`src/sv/prr_pkg.sv`:
```
// Shared types and constants of the polyphase rational resampler.
package prr_pkg;

  localparam int DATA_W   = 32;
  localparam int ACC_W    = 64;
  localparam int Q_SHIFT  = 30;
  localparam int COEF_AW  = 7;
  localparam int COEF_DEPTH = 1 << COEF_AW;
  localparam int UP_W     = 4;
  localparam int DOWN_W   = 5;
  localparam int TAPS_W   = 5;
  localparam int CFG_W    = 5;
  localparam int CFG_IDX_W = 2;
  localparam int PH_W     = 6;
  localparam int PH_MIN   = -32;
  localparam int PH_MAX   = 31;
  localparam int R_W      = 8;
  localparam int MAX_OUT  = 8;
  localparam int CNT_W    = 3;

  localparam logic [CFG_IDX_W-1:0] REG_UP   = 2'd0;
  localparam logic [CFG_IDX_W-1:0] REG_DOWN = 2'd1;
  localparam logic [CFG_IDX_W-1:0] REG_TAPS = 2'd2;

  localparam logic KIND_COEF   = 1'b0;
  localparam logic KIND_SAMPLE = 1'b1;

  typedef enum logic [3:0] {
    S_IDLE  = 4'b0001,
    S_CALC  = 4'b0010,
    S_DRAIN = 4'b0100,
    S_FIN   = 4'b1000
  } state_t;

  typedef struct packed {
    logic valid;
    logic first;
  } mac_ctl_t;

endpackage

```
`src/sv/prr_mac.sv`:
```
// Shared multiply-accumulate unit: registered product, wrapping 64-bit accumulator.
module prr_mac (
  input  logic                            clk,
  input  logic                            rst,
  input  prr_pkg::mac_ctl_t               ctl,
  input  logic signed [prr_pkg::DATA_W-1:0] coef,
  input  logic signed [prr_pkg::DATA_W-1:0] tap,
  output logic                            busy,
  output logic [prr_pkg::ACC_W-1:0]       acc
);
  import prr_pkg::*;

  logic signed [ACC_W-1:0] prod;
  logic                    prod_valid;
  logic                    prod_first;

  always_ff @(posedge clk) begin
    if (rst) begin
      prod_valid <= 1'b0;
      prod_first <= 1'b0;
    end else begin
      prod_valid <= ctl.valid;
      prod_first <= ctl.first;
    end
  end

  always_ff @(posedge clk) begin
    prod <= ACC_W'(coef) * ACC_W'(tap);
    if (prod_valid) begin
      acc <= prod_first ? prod : acc + prod;
    end
  end

  assign busy = prod_valid;

endmodule

```
`config.mk`:
```
export PLATFORM = sky130hd
export DESIGN_NAME = prr_mac
export DESIGN_NICKNAME = d
export VERILOG_FILES = /design/src/sv/prr_pkg.sv /design/src/sv/prr_mac.sv
export SDC_FILE = /design/constraint.sdc
export NUM_CORES = 2
export LEC_CHECK = 0
export ABC_CLOCK_PERIOD_IN_PS = 7800
export BUFFER_PORTS_ARGS = -buffer_cell sky130_fd_sc_hd__buf_2
export CAP_MARGIN = 15
export CORE_MARGIN = 8
export CORE_UTILIZATION = 28
export DETAILED_ROUTE_END_ITERATION = 10
export GPL_ROUTABILITY_DRIVEN = 0
export GPL_TIMING_DRIVEN = 0
export SKIP_LAST_GASP = 1
export SYNTH_ARGS = -nofsm -noshare
export SYNTH_HDL_FRONTEND = slang
export SYNTH_SLANG_ARGS = --single-unit
```
`constraint.sdc`:
```
create_clock -name clk -period 7.8 [get_ports clk]
set_input_delay 0.78 -clock clk [delete_from_list [all_inputs] [get_ports clk]]
set_output_delay 0.78 -clock clk [all_outputs]
set_load 0.05 [all_outputs]
```
# Word-level counts from Yosys, hierarchy flattened

Index checks and enable logic that the tools add are counted.

Add/sub/neg operators: 1
Multiply operators: 1
Multiplexer cells: 1

Operators by type and width:

| cell                                           | number |
|---|---|
| 64-bit adder                                   | 1 |
| 32-bit by 32-bit multiplier with 64-bit output | 1 |
| 64-bit 2-to-1 mux                              | 1 |

Register bits: 130
Input bits: 68
Output and inout bits: 65

# Longest topological paths before layout

Word-level depth: 2
Mapped depth: 29
Depth with buffers taken out: 27

# Worst setup path before layout

OpenSTA, ideal clock, no wires.

Kind: input-to-reg
From: input port tap[2] (netlist bit)
To: register prod[59]
Data arrival time: 8.046 ns
Data required time: 7.728 ns
Slack: -0.318 ns
Stages: 25
Buffers on the path: 1
Cells stage by stage: clkbuf_1 nand2_1 inv_1 fa_1 fa_1 fa_1 fa_1 inv_1 fa_1 inv_1 fa_1 inv_1 fa_1 inv_1 fa_1 ha_1 nand4_1 nor2_1 a221oi_1 o21ai_0 a31oi_1 o21ai_1 a41o_1 o41ai_1 xnor2_1

Longest elaborated chain between the ends: 1

RTL lines:

| what                                           | line          | source |
|---|---|---|
| start: declaration                             | prr_mac.sv:7  | `input logic signed [prr_pkg::DATA_W-1:0] tap,` |
| 32-bit by 32-bit multiplier with 64-bit output | prr_mac.sv:28 | `prod <= ACC_W'(coef) * ACC_W'(tap);` |
| end signal: assignment                         | prr_mac.sv:28 |  |
| end: declaration                               | prr_mac.sv:13 | `logic signed [ACC_W-1:0] prod;` |

Every way passes these cells.
A chain may end at the register's enable or synchronous reset.

# Worst setup path in the final report

From: input port tap[8] (netlist bit)
To: register prod[63]

Same word-level chain as after synthesis.

==> results.py <==
metrics = {
    "synthesis": {
        "synth-seq-cells": 130,
        "synth_area_leaders": "fa_1 49%, inv_1 8.3%, and2_1 7.4%, ha_1 7.0%, nand2_1 5.3%",
        "synthCells": 4704,
        "synth-edff-count": 64,
        "ys_types": 78,
        "synthesis.area_mm2": 0.04396,
        "seq_area_frac_synth_pct": 7.377,
        "async_flop_share_pct": 0,
        "synthFlopType": "dfxtp_1",
        "syn_avg_cell_area_um2": 9.345,
        "yosys_warnings": 0,
        "syn_nets": 6102,
        "synth_top_area_share_pct": 49.32,
        "synth_top_cell_by_area": "fa_1",
    },
    "timing": {
        "worst_slack_ns": -0.1227,
        "max_slew_margin_pct": 28.58,
        "finalCriticalPeriod_ns": 7.923,
        "setup_violations": 3,
        "rsz0062_at_grt": "yes",
        "finalHoldViolations": 0,
        "report.final.slew_viol_count": 0,
        "whs_ns": 0.4746,
        "fmax_mhz": 126.2,
        "worst_pin_slew_ns": 1.071,
        "finalCritPeriodShare_pct": 101.6,
        "finalClockSkew_ns": 0.01654,
    },
    "setup_path": {
        "crit_buf_inv": 5,
        "cp.required_ns": 8.16,
        "crit_chain": "clkbuf_4 > buf_12 > nand2_1 > fa_2 > fa_2 > buf_4 > fa_1 > inv_1 > fa_1 > fa_1 > fa_1 > fa_1 > fa_1 > ha_4 > nand4_1 > nor4_4 > buf_4 > a221oi_4 > o21ai_2 > a31oi_2 > o21ai_4 > a41o_4 > a221oi_4 > xnor2_2",
        "cp_common_cell": "fa_1",
        "startpoint_type": "input port",
        "crit_slowest_cell": "fa_2",
        "crit_family": "adder cells",
        "slowest_delay_ns": 0.71,
        "crit_fanout": 10,
        "cp.arrival_ns": 8.29,
        "crit_type": "in2reg",
        "end_kind": "register",
    },
    "global_route": {
        "grt_pass1_vias": 35973,
        "grt_remaining_overflow": 0,
        "antenna_found_initial": 31,
        "grt_max_degree": 44,
        "grt_pass1_wl_mm": 232.2,
        "grt.total_usage_pct": 18.37,
    },
    "floorplanning": {
        "io_pins": 133,
        "initial_core_util_pct": 28.17,
        "die_x_um": 412.2,
        "die_h_um": 412.2,
        "die_area_mm2": 0.1699,
        "core_mm2": 0.1560,
        "floorplan.rows": 145,
    },
    "place": {
        "placed_cells": 6895,
        "dp_hpwl_mm": 136.9,
        "io_buffer_count": 132,
    },
    "hold_path": {
        "worstHoldPathType": "in2reg",
    },
    "flow_run": {
        "max_cap_viol_count": 0,
    },
    "clock_network": {
        "ctsRootBufferMaster": "clkbuf_16",
        "clockBufferDepth": 2,
        "cts_tree": "yes",
        "cts_buffers": 17,
        "clkLatencyLatePin_ns": 0.47,
        "cts_sinks": 130,
        "clk_pin_slew_ns": 0.06,
        "htree_levels": 4,
    },
    "detailed_routing": {
        "first_pass_iters": 6,
        "drt_iter0_markers": 3090,
        "drc": 0,
        "drt-vias-per-instance": 4.952,
        "vias": 34557,
        "drtAntennaViolNets": 0,
        "routed_wirelength_mm": 158.0,
        "wire_per_inst_um": 22.65,
    },
    "cells_and_area": {
        "final_cells": 6978,
        "area_delta_synth_final_pct": 14.21,
        "nets": 6289,
        "final_core_util_pct": 32.18,
        "drive_gt1_share_pct": 11.81,
    },
    "run_status": {
        "status": "finished, violations left",
        "violations": "negative setup slack",
    },
}
[cells in the mapped netlist, drive strengths merged, types with 22 or more instances]
cell    instances
a21o           60
dfxtp          66
nor2           92
clkbuf        239
inv           968
o21ai         139
xor2           38
nand2         621
a21oi         134
nand4          32
and2          523
fa           1083
o21bai         25
nor3           22
xnor2          93
edfxtp         64
nand2b         22
nand3          36
ha            247
[cell usage in the layout (no fill, tap or decap), drive strengths merged, types with 5 or more instances in the layout]
| cell type | n |
|---|---|
| fa | 1083 |
| inv | 966 |
| nand2 | 621 |
| and2 | 523 |
| buf | 290 |
| ha | 247 |
| clkbuf | 155 |
| o21ai | 139 |
| a21oi | 134 |
| xnor2 | 93 |
| nor2 | 92 |
| dfxtp | 66 |
| edfxtp | 64 |
| a21o | 60 |
| xor2 | 38 |
| nand3 | 36 |
| nand4 | 32 |
| o21bai | 25 |
| nand2b | 22 |
| nor3 | 22 |
| a211oi | 19 |
| o21a | 17 |
| diode | 16 |
| a31oi | 14 |
| nor2b | 13 |
| and3 | 12 |
| o211ai | 11 |
| o31ai | 10 |
| a21boi | 7 |
| a221oi | 7 |
| clkinv | 7 |
| clkinvlp | 6 |
| or3 | 5 |
[registers in the layout, summed over array words and instances, names as in the netlist]
register	flops
prod	64
busy	1
prod_first	1
acc	64
[cell type report]
cell class	count	area (um^2)
Antenna cell	16	40.04
Inverter	970	3677
Timing Repair Buffer	186	1221
Buffer	241	2172
Clock inverter	11	125.1
Clock buffer	21	481.7
Fill cell	16100	105800
Tap cell	2058	2575
Multi-Input combinational cell	3345	36670
Sequential cell	130	3247
[repair_timing]
action / CTS / global route
pin swaps: 21 / 64
setup endpoints to repair: 37 / 20
cloned: 0 / 2
gates resized for setup: 412 / 344
buffers inserted: 26 / 27
hold buffers: 0 / 0
[logic make-up (layout without fill, tap and decap cells)]
logic type      Yosys count  in the layout  share of synthesized area (%)
compound gates          483            483                          6.837
xor+xnor                131            131                          2.610
fa+ha+maj              1330           1330                          56.35
buf+inv                1229           1429                          10.94
flops                   130            130                          7.377
mux                       6              6                         0.1452
other cells               0             16                              0
simple gates           1395           1395                          15.75
[metrics by stage]
| step | worst slack, ns | area (um^2) | TNS (ns) |
|---|---|---|---|
| 6_report | -0.1227 | 50210 | -0.2034 |
| 4_1_cts | -0.06597 | 49150 | -0.2022 |
| 5_1_grt | -0.2373 | 50180 | -1.023 |
| 3_3_place_gp | -3.031 | 47250 | -57.94 |
| 2_1_floorplan | 0.008465 | 44010 | 0 |
| 3_5_place_dp | -3.026 | 47280 | -56.75 |
[layer usage]
metal	wire length (um)	share of wire, %	up-vias	global-route usage (%)
met2	72900	46	1675	29.53
met1	62060	39	17990	23.60
li1	-	-	14501	-
met4	7894	5.0	4	7.736
met5	37	0.023	-	0
met3	15130	9.6	387	4.542
[path summary, 6_finish.rpt]
check / startpoint / endpoint / slack [ns] / cells after the start
max reg2reg: acc[0] / acc[60] / 3.72 / 13
min reg2reg: prod[31] / acc[31] / 0.55 / 2
min: rst / busy / 0.47 / 2
max: tap[8] / prod[63] / -0.12 / 24
Power is left out: the tool's default activity adds up to more than one toggle a clock period on the data nets, which glitch-free logic cannot reach.
